<file path="config.mk">
export PLATFORM = sky130hd
export DESIGN_NAME = i2c_master_bit_sequencer_flat
export DESIGN_NICKNAME = d
export VERILOG_FILES = /design/src/sv/i2cbs_pkg.sv /design/src/sv/i2cbs_if.sv /design/src/sv/i2cbs_step.sv /design/src/sv/i2c_master_bit_sequencer.sv /design/src/flat_wrapper.sv
export VERILOG_INCLUDE_DIRS = /design/src /design/src/sv
export SDC_FILE = /design/constraint.sdc
export NUM_CORES = 1
export LEC_CHECK = 0
export ABC_AREA = 1
export BUFFER_PORTS_ARGS = -buffer_cell sky130_fd_sc_hd__buf_2
export CORE_UTILIZATION = 45
export DETAILED_ROUTE_END_ITERATION = 12
export GPL_TIMING_DRIVEN = 0
export PLACE_DENSITY = 0.67
export SYNTH_ARGS = -nofsm -noshare
export SYNTH_HDL_FRONTEND = slang
export SYNTH_SLANG_ARGS = --single-unit
</file>
<file path="constraint.sdc">
create_clock -name clk -period 2.7 [get_ports clk]
set_clock_uncertainty 0.1 [all_clocks]
set_input_delay 0.135 -clock clk [delete_from_list [all_inputs] [get_ports clk]]
set_output_delay 0.135 -clock clk [all_outputs]
set_load 0.05 [all_outputs]
</file>
<file path="src/sv/assert_macros.svh">
// ----------------------------------------------------------------------------
// Assertion macros
// Short forms for clocked implication checks with a synchronous reset.
// ----------------------------------------------------------------------------
`ifndef ASSERT_MACROS_SVH
`define ASSERT_MACROS_SVH

// Same-cycle implication: when a holds, c must hold.
`define ASSERT_SAME(lbl, clk_s, rst_s, a, c, msg) \
  lbl: assert property (@(posedge clk_s) disable iff (rst_s) (a) |-> (c)) \
    else $error(msg);

// Next-cycle implication: when a holds, c must hold in the next cycle.
`define ASSERT_NEXT(lbl, clk_s, rst_s, a, c, msg) \
  lbl: assert property (@(posedge clk_s) disable iff (rst_s) (a) |=> (c)) \
    else $error(msg);

`endif

</file>
<file path="src/sv/i2cbs_pkg.sv">
// ----------------------------------------------------------------------------
// i2cbs_pkg
// Op codes, sequencer state codes and shared types for the I2C bit sequencer.
// ----------------------------------------------------------------------------
`timescale 1ns / 1ps
`default_nettype none

package i2cbs_pkg;

  localparam logic [2:0] OP_TICK  = 3'd0;
  localparam logic [2:0] OP_START = 3'd1;
  localparam logic [2:0] OP_STOP  = 3'd2;
  localparam logic [2:0] OP_WRITE = 3'd3;
  localparam logic [2:0] OP_READ  = 3'd4;

  // Phase bounds of the bit loops and of the ACK handling, and the last sub-tick
  localparam logic [4:0] WR_ACK_PH  = 5'd24;
  localparam logic [4:0] RD_ACK_PH  = 5'd16;
  localparam logic [4:0] RD_WAIT_PH = 5'd19;
  localparam logic [1:0] SUB_LAST   = 2'd2;

  typedef enum logic [4:0] {
    ST_IDLE  = 5'b00001,
    ST_START = 5'b00010,
    ST_STOP  = 5'b00100,
    ST_WRITE = 5'b01000,
    ST_READ  = 5'b10000
  } st_t;

  typedef struct packed {
    st_t        st;
    logic [4:0] phase;
    logic [1:0] sub;
    logic [7:0] shift;
    logic       ack_choice;
    logic       scl_drv;
    logic       sda_drv;
    logic [7:0] rx_hold;
    logic       nack_hold;
  } seq_state_t;

  typedef struct packed {
    logic done;
    logic err;
  } step_flags_t;

endpackage

`default_nettype wire

</file>
<file path="src/sv/i2cbs_if.sv">
// ----------------------------------------------------------------------------
// i2cbs_cmd_if / i2cbs_res_if
// Valid/ready channels for command and tick items, and for result items.
// ----------------------------------------------------------------------------
`timescale 1ns / 1ps
`default_nettype none

interface i2cbs_cmd_if;
  logic       valid;
  logic       ready;
  logic [2:0] op;
  logic [7:0] tx_byte;
  logic       send_ack;
  logic       sda_in;

  modport source (output valid, op, tx_byte, send_ack, sda_in, input ready);
  modport sink (input valid, op, tx_byte, send_ack, sda_in, output ready);
endinterface

interface i2cbs_res_if;
  logic       valid;
  logic       ready;
  logic       scl_low;
  logic       sda_low;
  logic       busy_res;
  logic       done_res;
  logic [7:0] rx_byte;
  logic       nack_seen;
  logic       cmd_error;

  modport source (output valid, scl_low, sda_low, busy_res, done_res, rx_byte,
                  nack_seen, cmd_error, input ready);
  modport sink (input valid, scl_low, sda_low, busy_res, done_res, rx_byte,
                nack_seen, cmd_error, output ready);
endinterface

`default_nettype wire

</file>
<file path="src/sv/i2cbs_step.sv">
// ----------------------------------------------------------------------------
// i2cbs_step
// Next-state logic of the sequencer for one command or tick item.
// ----------------------------------------------------------------------------
`timescale 1ns / 1ps
`default_nettype none

module i2cbs_step (
  input  i2cbs_pkg::seq_state_t  cur,
  input  logic [2:0]             op,
  input  logic [7:0]             tx_byte,
  input  logic                   send_ack,
  input  logic                   sda_in,
  output i2cbs_pkg::seq_state_t  nxt,
  output i2cbs_pkg::step_flags_t flags
);

  // One tick of a sent bit: returns {scl_drv, sda_drv}
  function automatic logic [1:0] send_bit(input logic [1:0] sub, input logic b,
                                          input logic scl, input logic sda);
    logic [1:0] r;
    r = {scl, sda};
    case (sub)
      2'd0:    r = {1'b0, ~b};
      2'd1:    r = {1'b1, sda};
      default: r = {scl, (b ? 1'b1 : sda)};
    endcase
    return r;
  endfunction

  logic fin;

  always_comb begin
    nxt   = cur;
    fin   = 1'b0;
    flags = '0;
    if (op == i2cbs_pkg::OP_TICK) begin
      if (cur.st != i2cbs_pkg::ST_IDLE) begin
        case (cur.st)
          i2cbs_pkg::ST_START: begin
            if (cur.phase == 5'd0) begin
              nxt.scl_drv = 1'b0;
              nxt.sda_drv = 1'b0;
            end else if (cur.phase == 5'd1) begin
              nxt.sda_drv = 1'b1;
            end else begin
              nxt.scl_drv = 1'b1;
              fin = 1'b1;
            end
          end
          i2cbs_pkg::ST_STOP: begin
            if (cur.phase == 5'd0) begin
              nxt.scl_drv = 1'b0;
            end else begin
              nxt.sda_drv = 1'b0;
              fin = 1'b1;
            end
          end
          i2cbs_pkg::ST_WRITE: begin
            if (cur.phase < i2cbs_pkg::WR_ACK_PH) begin
              {nxt.scl_drv, nxt.sda_drv} = send_bit(cur.sub, cur.shift[7],
                                                    cur.scl_drv, cur.sda_drv);
              if (cur.sub == i2cbs_pkg::SUB_LAST) begin
                nxt.shift = {cur.shift[6:0], 1'b0};
                nxt.sub   = 2'd0;
              end else begin
                nxt.sub = cur.sub + 2'd1;
              end
            end else if (cur.phase == i2cbs_pkg::WR_ACK_PH) begin
              nxt.sda_drv = 1'b0;
              nxt.scl_drv = 1'b0;
            end else begin
              nxt.nack_hold = sda_in;
              nxt.scl_drv   = 1'b1;
              fin = 1'b1;
            end
          end
          i2cbs_pkg::ST_READ: begin
            if (cur.phase < i2cbs_pkg::RD_ACK_PH) begin
              if (!cur.phase[0]) begin
                nxt.sda_drv = 1'b0;
                nxt.scl_drv = 1'b0;
              end else begin
                nxt.shift   = {cur.shift[6:0], sda_in};
                nxt.scl_drv = 1'b1;
              end
            end else if (cur.phase < i2cbs_pkg::RD_WAIT_PH) begin
              // ACK phases 16..18 map onto sub-ticks 0..2
              {nxt.scl_drv, nxt.sda_drv} = send_bit(cur.phase[1:0], ~cur.ack_choice,
                                                    cur.scl_drv, cur.sda_drv);
            end else begin
              nxt.rx_hold = cur.shift;
              fin = 1'b1;
            end
          end
          default: fin = 1'b1;
        endcase
        if (fin) begin
          nxt.st    = i2cbs_pkg::ST_IDLE;
          nxt.phase = 5'd0;
        end else begin
          nxt.phase = cur.phase + 5'd1;
        end
        flags.done = fin;
      end
    end else if (op > i2cbs_pkg::OP_READ || cur.st != i2cbs_pkg::ST_IDLE) begin
      // Refused command: hold all state
      flags.err = 1'b1;
    end else begin
      nxt.phase = 5'd0;
      nxt.sub   = 2'd0;
      case (op)
        i2cbs_pkg::OP_START: nxt.st = i2cbs_pkg::ST_START;
        i2cbs_pkg::OP_STOP:  nxt.st = i2cbs_pkg::ST_STOP;
        i2cbs_pkg::OP_WRITE: begin
          nxt.st    = i2cbs_pkg::ST_WRITE;
          nxt.shift = tx_byte;
        end
        i2cbs_pkg::OP_READ: begin
          nxt.st         = i2cbs_pkg::ST_READ;
          nxt.shift      = 8'd0;
          nxt.ack_choice = send_ack;
        end
        default: nxt.st = cur.st;
      endcase
    end
  end

endmodule

`default_nettype wire

</file>
<file path="src/sv/i2c_master_bit_sequencer.sv">
// ----------------------------------------------------------------------------
// i2c_master_bit_sequencer
// Open-drain I2C master that steps SCL/SDA drive on tick items.
// ----------------------------------------------------------------------------
// Each input item is a command (start, stop, write byte, read byte) or a tick
// that stands for one bus delay period and carries the SDA level sampled
// during that period. Every item yields exactly one result item that shows
// the pin drive for the coming delay (1 = pull low), busy, a done pulse on
// the completing tick, the last read byte, the last write ACK bit and an
// error flag for a refused command. The block takes one item per clock: the
// next-state logic sits between the sequencer registers and a single result
// register, so an item is taken whenever the result register is empty or its
// item is being taken in the same cycle, and each result appears in the cycle
// after its item. A start spans 3 ticks, a stop 2, a write 26 and a read 20.
// ----------------------------------------------------------------------------
`timescale 1ns / 1ps
`default_nettype none

`include "assert_macros.svh"

module i2c_master_bit_sequencer (
  input  logic        clk,
  input  logic        rst,
  i2cbs_cmd_if.sink   cmd,
  i2cbs_res_if.source res
);

  i2cbs_pkg::seq_state_t  st;
  i2cbs_pkg::seq_state_t  st_next;
  i2cbs_pkg::step_flags_t flags;
  logic                   res_valid;
  logic                   cmd_acc;

  // Take an item when the result slot is free or drains this cycle
  assign cmd.ready = !res_valid || res.ready;
  assign cmd_acc   = cmd.valid && cmd.ready;

  i2cbs_step u_step (
    .cur      (st),
    .op       (cmd.op),
    .tx_byte  (cmd.tx_byte),
    .send_ack (cmd.send_ack),
    .sda_in   (cmd.sda_in),
    .nxt      (st_next),
    .flags    (flags)
  );

  // Sequencer state: advance only on an accepted item
  always_ff @(posedge clk) begin
    if (rst) begin
      st <= '{st: i2cbs_pkg::ST_IDLE, phase: 5'd0, sub: 2'd0, shift: 8'd0,
              ack_choice: 1'b0, scl_drv: 1'b0, sda_drv: 1'b0, rx_hold: 8'd0,
              nack_hold: 1'b0};
    end else if (cmd_acc) begin
      st <= st_next;
    end
  end

  // Result register: load the post-item view, hold while stalled
  always_ff @(posedge clk) begin
    if (rst) begin
      res_valid <= 1'b0;
    end else if (cmd_acc) begin
      res_valid <= 1'b1;
    end else if (res.ready) begin
      res_valid <= 1'b0;
    end
  end

  always_ff @(posedge clk) begin
    if (cmd_acc) begin
      res.scl_low   <= st_next.scl_drv;
      res.sda_low   <= st_next.sda_drv;
      res.busy_res  <= (st_next.st != i2cbs_pkg::ST_IDLE);
      res.done_res  <= flags.done;
      res.rx_byte   <= st_next.rx_hold;
      res.nack_seen <= st_next.nack_hold;
      res.cmd_error <= flags.err;
    end
  end

  assign res.valid = res_valid;

  // Checks
  `ASSERT_SAME(a_no_acc_on_stall, clk, rst, res_valid && !res.ready, !cmd_acc,
               "item taken while result stalled")
  `ASSERT_NEXT(a_err_keeps_state, clk, rst, cmd_acc && flags.err, st == $past(st),
               "refused command changed state")
  `ASSERT_SAME(a_idle_phase_zero, clk, rst, st.st == i2cbs_pkg::ST_IDLE,
               st.phase == 5'd0, "idle with nonzero phase")
  `ASSERT_SAME(a_done_not_busy, clk, rst, res_valid && res.done_res,
               !res.busy_res && !res.cmd_error, "done with busy or error")

endmodule

`default_nettype wire
</file>
<file path="src/flat_wrapper.sv">
// flat-port wrapper written by rule: the top's interface ports become plain ports
module i2c_master_bit_sequencer_flat 
  (clk, rst, cmd_valid, cmd_op, cmd_tx_byte, cmd_send_ack, cmd_sda_in, cmd_ready, res_valid, res_scl_low, res_sda_low, res_busy_res, res_done_res, res_rx_byte, res_nack_seen, res_cmd_error, res_ready);
  i2cbs_cmd_if cmd_i ();
  i2cbs_res_if res_i ();
  input  logic clk;
  input  logic rst;
  input wire logic [$bits(cmd_i.valid)-1:0] cmd_valid;
  input wire logic [$bits(cmd_i.op)-1:0] cmd_op;
  input wire logic [$bits(cmd_i.tx_byte)-1:0] cmd_tx_byte;
  input wire logic [$bits(cmd_i.send_ack)-1:0] cmd_send_ack;
  input wire logic [$bits(cmd_i.sda_in)-1:0] cmd_sda_in;
  output wire logic [$bits(cmd_i.ready)-1:0] cmd_ready;
  output wire logic [$bits(res_i.valid)-1:0] res_valid;
  output wire logic [$bits(res_i.scl_low)-1:0] res_scl_low;
  output wire logic [$bits(res_i.sda_low)-1:0] res_sda_low;
  output wire logic [$bits(res_i.busy_res)-1:0] res_busy_res;
  output wire logic [$bits(res_i.done_res)-1:0] res_done_res;
  output wire logic [$bits(res_i.rx_byte)-1:0] res_rx_byte;
  output wire logic [$bits(res_i.nack_seen)-1:0] res_nack_seen;
  output wire logic [$bits(res_i.cmd_error)-1:0] res_cmd_error;
  input wire logic [$bits(res_i.ready)-1:0] res_ready;
  assign cmd_i.valid = cmd_valid;
  assign cmd_i.op = cmd_op;
  assign cmd_i.tx_byte = cmd_tx_byte;
  assign cmd_i.send_ack = cmd_send_ack;
  assign cmd_i.sda_in = cmd_sda_in;
  assign cmd_ready = cmd_i.ready;
  assign res_valid = res_i.valid;
  assign res_scl_low = res_i.scl_low;
  assign res_sda_low = res_i.sda_low;
  assign res_busy_res = res_i.busy_res;
  assign res_done_res = res_i.done_res;
  assign res_rx_byte = res_i.rx_byte;
  assign res_nack_seen = res_i.nack_seen;
  assign res_cmd_error = res_i.cmd_error;
  assign res_i.ready = res_ready;
  i2c_master_bit_sequencer u_core (.clk(clk), .rst(rst), .cmd(cmd_i), .res(res_i));
endmodule
</file>
# == After elaboration in Yosys (flattened, before gate mapping) ==
# Index checks and enable logic that the tools add are counted.
# totals
reg_bits,47
output_inout_bits,16
in_bits,17
wordCells,117
# op_classes
magnitude_cmp,4
addsub,2
n_eq_ne,24
muxes,52
reduce_logical,15
n_bitwise,3
# ops
operator,n
$mux 8,6
$mux 20,2
$pmux 8 s2,2
$mux 1,25
$mux 11,2
$mux 21,1
$pmux 5 s4,1
$lt 5x5->1 const B,3
$mux 2,6
$eq 5x5->1 const B,2
$mux 10,1
$mux 5,2
$ne 5x1->1 const B,2
$ne 3x3->1 const B,3
$reduce_and 9->1,1
$pmux 2 s2,2
$pmux 2 s4,1
$eq 3x2->1 const B,2
$ne 2x1->1 const B,3
$add 5x1->5 const B,1
$eq 5x1->1 const B,1
$eq 5x2->1 const B,1
$eq 5x3->1 const B,1
$eq 5x4->1 const B,1
23 further kinds,28

# == Longest topological paths before layout ==
# logic_depth
depth_word,10
mapped_depth,14
mapped_depth_nobuf,14

# == By module ==
# From an unflattened synthesis, not the netlist that was laid out.
# unflattened
hier_cells,552
hier_area_um2,3465.8
# modules_own_cells
mod,seq_area_each_um2,instances,cells_per_inst,area_each_um2
i2c_master_bit_sequencer,1081.0,1,230,1893.1
i2cbs_step,0.0,1,322,1572.8

# == Least setup slack after synthesis ==
# OpenSTA, ideal clock, no wires.
# synth_path
kind,register to register
start,register u_core.res_valid (netlist: u_core.res.valid)
end,register u_core.st[0] (netlist bit)
required_ns,2.450
setup_ns,0.150
period_less_slack_ns,2.576
setup_slack_ns,0.124
stages_incl_launch_ff,7
t_arrival_ns,2.326
n_path_buf,1
path_cell_list,dfxtp_1 > nand2_1 > nand2_2 > clkinv_1 > clkbuf_1 > o21ai_0 > a21oi_1
# synth_between
elab_chain_cells,3
# synth_rtl
element,line,source
from (decl),i2c_master_bit_sequencer.sv:31,logic res_valid;
from (signal assigned),i2c_master_bit_sequencer.sv:62,res_valid <= 1'b0;
from (signal assigned),i2c_master_bit_sequencer.sv:64,res_valid <= 1'b1;
from (signal assigned),i2c_master_bit_sequencer.sv:66,res_valid <= 1'b0;
$logic_not 1->1,i2c_master_bit_sequencer.sv:35,assign cmd.ready = !res_valid || res.ready;
$logic_or 1x1->1,i2c_master_bit_sequencer.sv:35,
net cmd_ready,flat_wrapper.sv:13,output wire logic [$bits(cmd_i.ready)-1:0] cmd_ready;
$logic_and 1x1->1,i2c_master_bit_sequencer.sv:36,assign cmd_acc = cmd.valid && cmd.ready;
net u_core.cmd_acc,i2c_master_bit_sequencer.sv:32,logic cmd_acc;
to (signal assigned),i2c_master_bit_sequencer.sv:51,"st <= '{st: i2cbs_pkg::ST_IDLE, phase: 5'd0, sub: 2'd0, shift: 8'd0,"
to (signal assigned),i2c_master_bit_sequencer.sv:55,st <= st_next;
to (decl),i2c_master_bit_sequencer.sv:28,i2cbs_pkg::seq_state_t st;
# The timed path passes the listed nets, and every way through them passes these cells.
# A chain may end at the register's enable or synchronous reset.

# == Worst setup path in the final report ==
# layout_path
start,register u_core.res_valid (netlist: u_core.res.valid)
end,register u_core.st[7] (netlist bit)
# layout_between
elab_chain_cells,3
# layout_rtl
element,line
$logic_not 1->1,i2c_master_bit_sequencer.sv:35
$logic_or 1x1->1,i2c_master_bit_sequencer.sv:35
$logic_and 1x1->1,i2c_master_bit_sequencer.sv:36
net u_core.cmd_acc,i2c_master_bit_sequencer.sv:32
# The timed path passes the listed nets, and every way through them passes these cells.

==> results summary <==
The number of buffers inserted by post-CTS setup repair is 0. The number of synthesized flops with an enable pin came out at 14. The internal reg-to-reg setup slack is 340 ps. The area occupied by multi-input gates is approximately 1400 sq um.

In this design, the critical path's most frequently occurring cell is sky130_fd_sc_hd__nor2_1. Counting along the longest clock path gives a buffer depth of 2. The highest fanout seen on the critical path came out at 23. The yosys synthesis warning count is 0. The proportion of layout cells with a drive suffix above 1 came out at 0.179.

The H-tree level count came out at 2. The insertion delay to the later sink of the worst-skew pair came out at ~310 ps. The number of max-capacitance violations reported came out at 0. The combined global-route utilization of all metal layers came out at 0.216. The detail route stage leaves a number of antenna-violating nets equal to 0.

Dividing the final minimum period by the clock period gives 0.873. The number of buffers added to fix hold violations after cts came out at 0. The post-placement setup slack is 335 ps. The post-synthesis area per instance came out at 7.15 sq um. STA classifies the critical path endpoint as a flip-flop. In the synthesized netlist the async set-or-reset flop fraction comes to 0.

After synthesis, the most frequently instantiated cells are 79 x sky130_fd_sc_hd__nand2_1, 57 x sky130_fd_sc_hd__nor2_1, 46 x sky130_fd_sc_hd__inv_1. Port buffering added 31 buffers. The via count is 2,513.

The clock period could shrink to 2360 ps. In this run the standard cell core region covers roughly 5600 sq um. Across all setup checks in the final design, the least slack found is 343 ps. The number of different library cells in the post-synthesis netlist came out at 32. In the final routed layout, each cell accounts on average for 12.9 microns. The tree built by TritonCTS fans out to 47 sinks. The most common cell in the netlist is sky130_fd_sc_hd__nand2_1. Walking the worst path, the cells encountered are nand2_1 -> nand2_2 -> clkinv_1 -> clkbuf_1 -> nor2_1 -> nor2_1 -> o21ai_1 -> inv_1. The die covers 6340 sq um. The initial antenna violation count came out at 0. The starting DRC count in detailed routing is 212.

Summing every instance area after synthesis gives 2710 sq um. For this design, the slowest cell found on the critical path is sky130_fd_sc_hd__clkbuf_1. The area growth from synthesis to layout is 13.3%.

The number of remaining DRC errors came out at 0. Dividing total power by cell area gives a power density of 563 nW/um^2. The achievable frequency is ~0.42 GHz. The CTS tree is built. When the netlist entered floorplanning its net count stood at ~400. The post-route setup TNS came out at 0 ps.

The final setup violation count came out at 0. For this configuration, the core starts out at a cell density of 0.480. Of the post-synthesis cell area, the dominant cell type holds 0.244. The number of diodes is 0. The run finished with clean final reports. The post-synthesis sequential area ratio is 0.399. The clock-pin slew on the worst setup and hold paths came out at 100 ps.

The number of buffers added by the clock tree synthesis step came out at 5. The register bit count reported by yosys came out at 47. The final-report hold violation count is 0.

The die extent in x came out at 79.6 microns. The via count of the first global-routing pass came out at 2,226. The peak supply drop is 0.338 mV. The cell row count is 27. The footprint of the flip-flops and latches came out at between 1000 and 1500 sq um. Once the clock tree was built, the resizer swapped 0 gates to a different size.

The total congestion overflow after global routing came out at 0. For this design the static power due to leakage is about 1.4 nW. The root buffer cell chosen for the clock tree is sky130_fd_sc_hd__clkbuf_8. The global placement routability congestion is 0.906.

At the pin with the least slew margin, the transition time is 1170 ps. The required time at the worst-slack endpoint is 2860 ps. By area the synthesized netlist is led by sky130_fd_sc_hd__dfxtp_1 24%, sky130_fd_sc_hd__edfxtp_1 16%, sky130_fd_sc_hd__nand2_1 11%.

In the synthesized netlist the dominant register cell turns out to be sky130_fd_sc_hd__dfxtp_1. The HPWL after detailed placement is roughly 4700 microns. The final count of pins violating max slew came out at 0.

The die height is 79.6 microns. The first global-routing pass estimated 10,500 microns of wire. The worst setup path is launched from a flip-flop. The post-synthesis cell count is 379. Setup repair after global routing left no endpoint under its margin. The critical path is of the flip-flop to flip-flop type. The post-detailed-routing wire length is 6300 microns.

The iteration count of the initial detailed-routing pass is 4. For this run, the slowest stage of the critical path takes 900 ps. In this run the count of I/O pins placed on the die edge is 33. The net count of the finished layout came out at 437. Headroom to the max-slew limit came out at 0.219. The pin count of the biggest net entering global routing is 24. The min-delay analysis places its worst path in the category primary input to flip-flop. The arrival time of data at the critical path endpoint is about 2500 ps.

The via-per-instance ratio is 5.13. The filler cells instantiated in the layout total ~540. The largest total area in the synthesized netlist belongs to sky130_fd_sc_hd__dfxtp_1.
## layer usage
layer  up-vias  GRT usage  share of wire
met2        70      0.330           0.44
met1      1129      0.310           0.50
met5         -          0              0
met4         0     0.0618          0.013
met3         9     0.0377          0.048
li1       1305          -              -
## through the flow
step | hold slack (ps) | cells | total power, mW | utilization | cell area [sq um]
2_1_floorplan | 225 | 379 | 1.11 | - | 2710
3_3_place_gp | 319 | 482 | 1.19 | 0.524 | 2960
3_5_place_dp | 326 | 482 | 1.19 | 0.524 | 2960
4_1_cts | 4.13 | 490 | 1.73 | 0.544 | 3070
5_1_grt | 32.5 | 490 | 1.81 | 0.544 | 3070
6_report | 16.2 | 490 | 1.73 | 0.544 | 3070
## power by group
group	internal [mW]	total, mW	switching (mW)
sequential	0.778	0.810	0.0318
combinational	0.107	0.371	0.265
clock	0.279	0.549	0.270
total	1.16	1.73	0.566
## logic make-up (layout without fill, tap and decap cells)
| group | count (synthesis) | count (layout) | synth area share |
|---|---|---|---|
| buf+inv | 60 | 99 | 0.0905 |
| mux | 2 | 2 | 0.00739 |
| xor+xnor | 1 | 1 | 0.00323 |
| compound gates | 72 | 72 | 0.143 |
| simple gates | 194 | 194 | 0.343 |
| flops | 47 | 47 | 0.399 |
| fa+ha+maj | 3 | 3 | 0.0139 |
## state kept, by name (all words and copies together) (netlist names)
signal	flops
u_core.st	32
u_core.res.rx_byte	8
u_core.res.busy_res	1
u_core.res.cmd_error	1
u_core.res.done_res	1
u_core.res.nack_seen	1
u_core.res.scl_low	1
u_core.res.sda_low	1
u_core.res.valid	1
## cell usage in the layout (no fill, tap or decap), types with 4 or more instances in the layout
cell and count:
sky130_fd_sc_hd__nor2_4 7, sky130_fd_sc_hd__a21oi_1 20, sky130_fd_sc_hd__o21ai_0 32, sky130_fd_sc_hd__nor2_1 57, sky130_fd_sc_hd__dfxtp_1 33, sky130_fd_sc_hd__nand2_2 5
sky130_fd_sc_hd__clkbuf_8 5, sky130_fd_sc_hd__nor2_2 4, sky130_fd_sc_hd__nand4_1 4, sky130_fd_sc_hd__clkbuf_1 5, sky130_fd_sc_hd__edfxtp_1 14, sky130_fd_sc_hd__inv_1 46
sky130_fd_sc_hd__o21ai_1 14, sky130_fd_sc_hd__buf_2 31, sky130_fd_sc_hd__nand3_1 28, sky130_fd_sc_hd__inv_2 4, sky130_fd_sc_hd__nand2_1 79
## worst max-delay path, delay by kind of cell (launching register included)
family	cells	cell delay [ps]
buffers and inverters	3	1260
AOI/OAI and AO/OA	1	80
and+or+nand+nor	4	520
DFF	1	330
## worst paths after layout
| kind | depth (start not counted) | endpoint | from |
|---|---|---|---|
| worst min-delay path | 3 | u_core.st[11] | cmd_send_ack |
| worst min register to register | 2 | u_core.st[11] | u_core.st[11] |
| worst max register to register | 8 | u_core.st[7] | u_core.res.valid |
| worst max-delay path | 8 | u_core.st[7] | u_core.res.valid |
## layout make-up
class / count / area share
clock inverters: 3 / 0.0151
repair buffers: 31 / 0.0505
inverters: 53 / 0.0664
clock buffers: 5 / 0.0224
well taps: 72 / 0.0293
plain buffers: 7 / 0.0134
flip-flops and latches: 47 / 0.352
multi-input cells: 272 / 0.451
No activity file was read; power rests on OpenSTA's default activity.
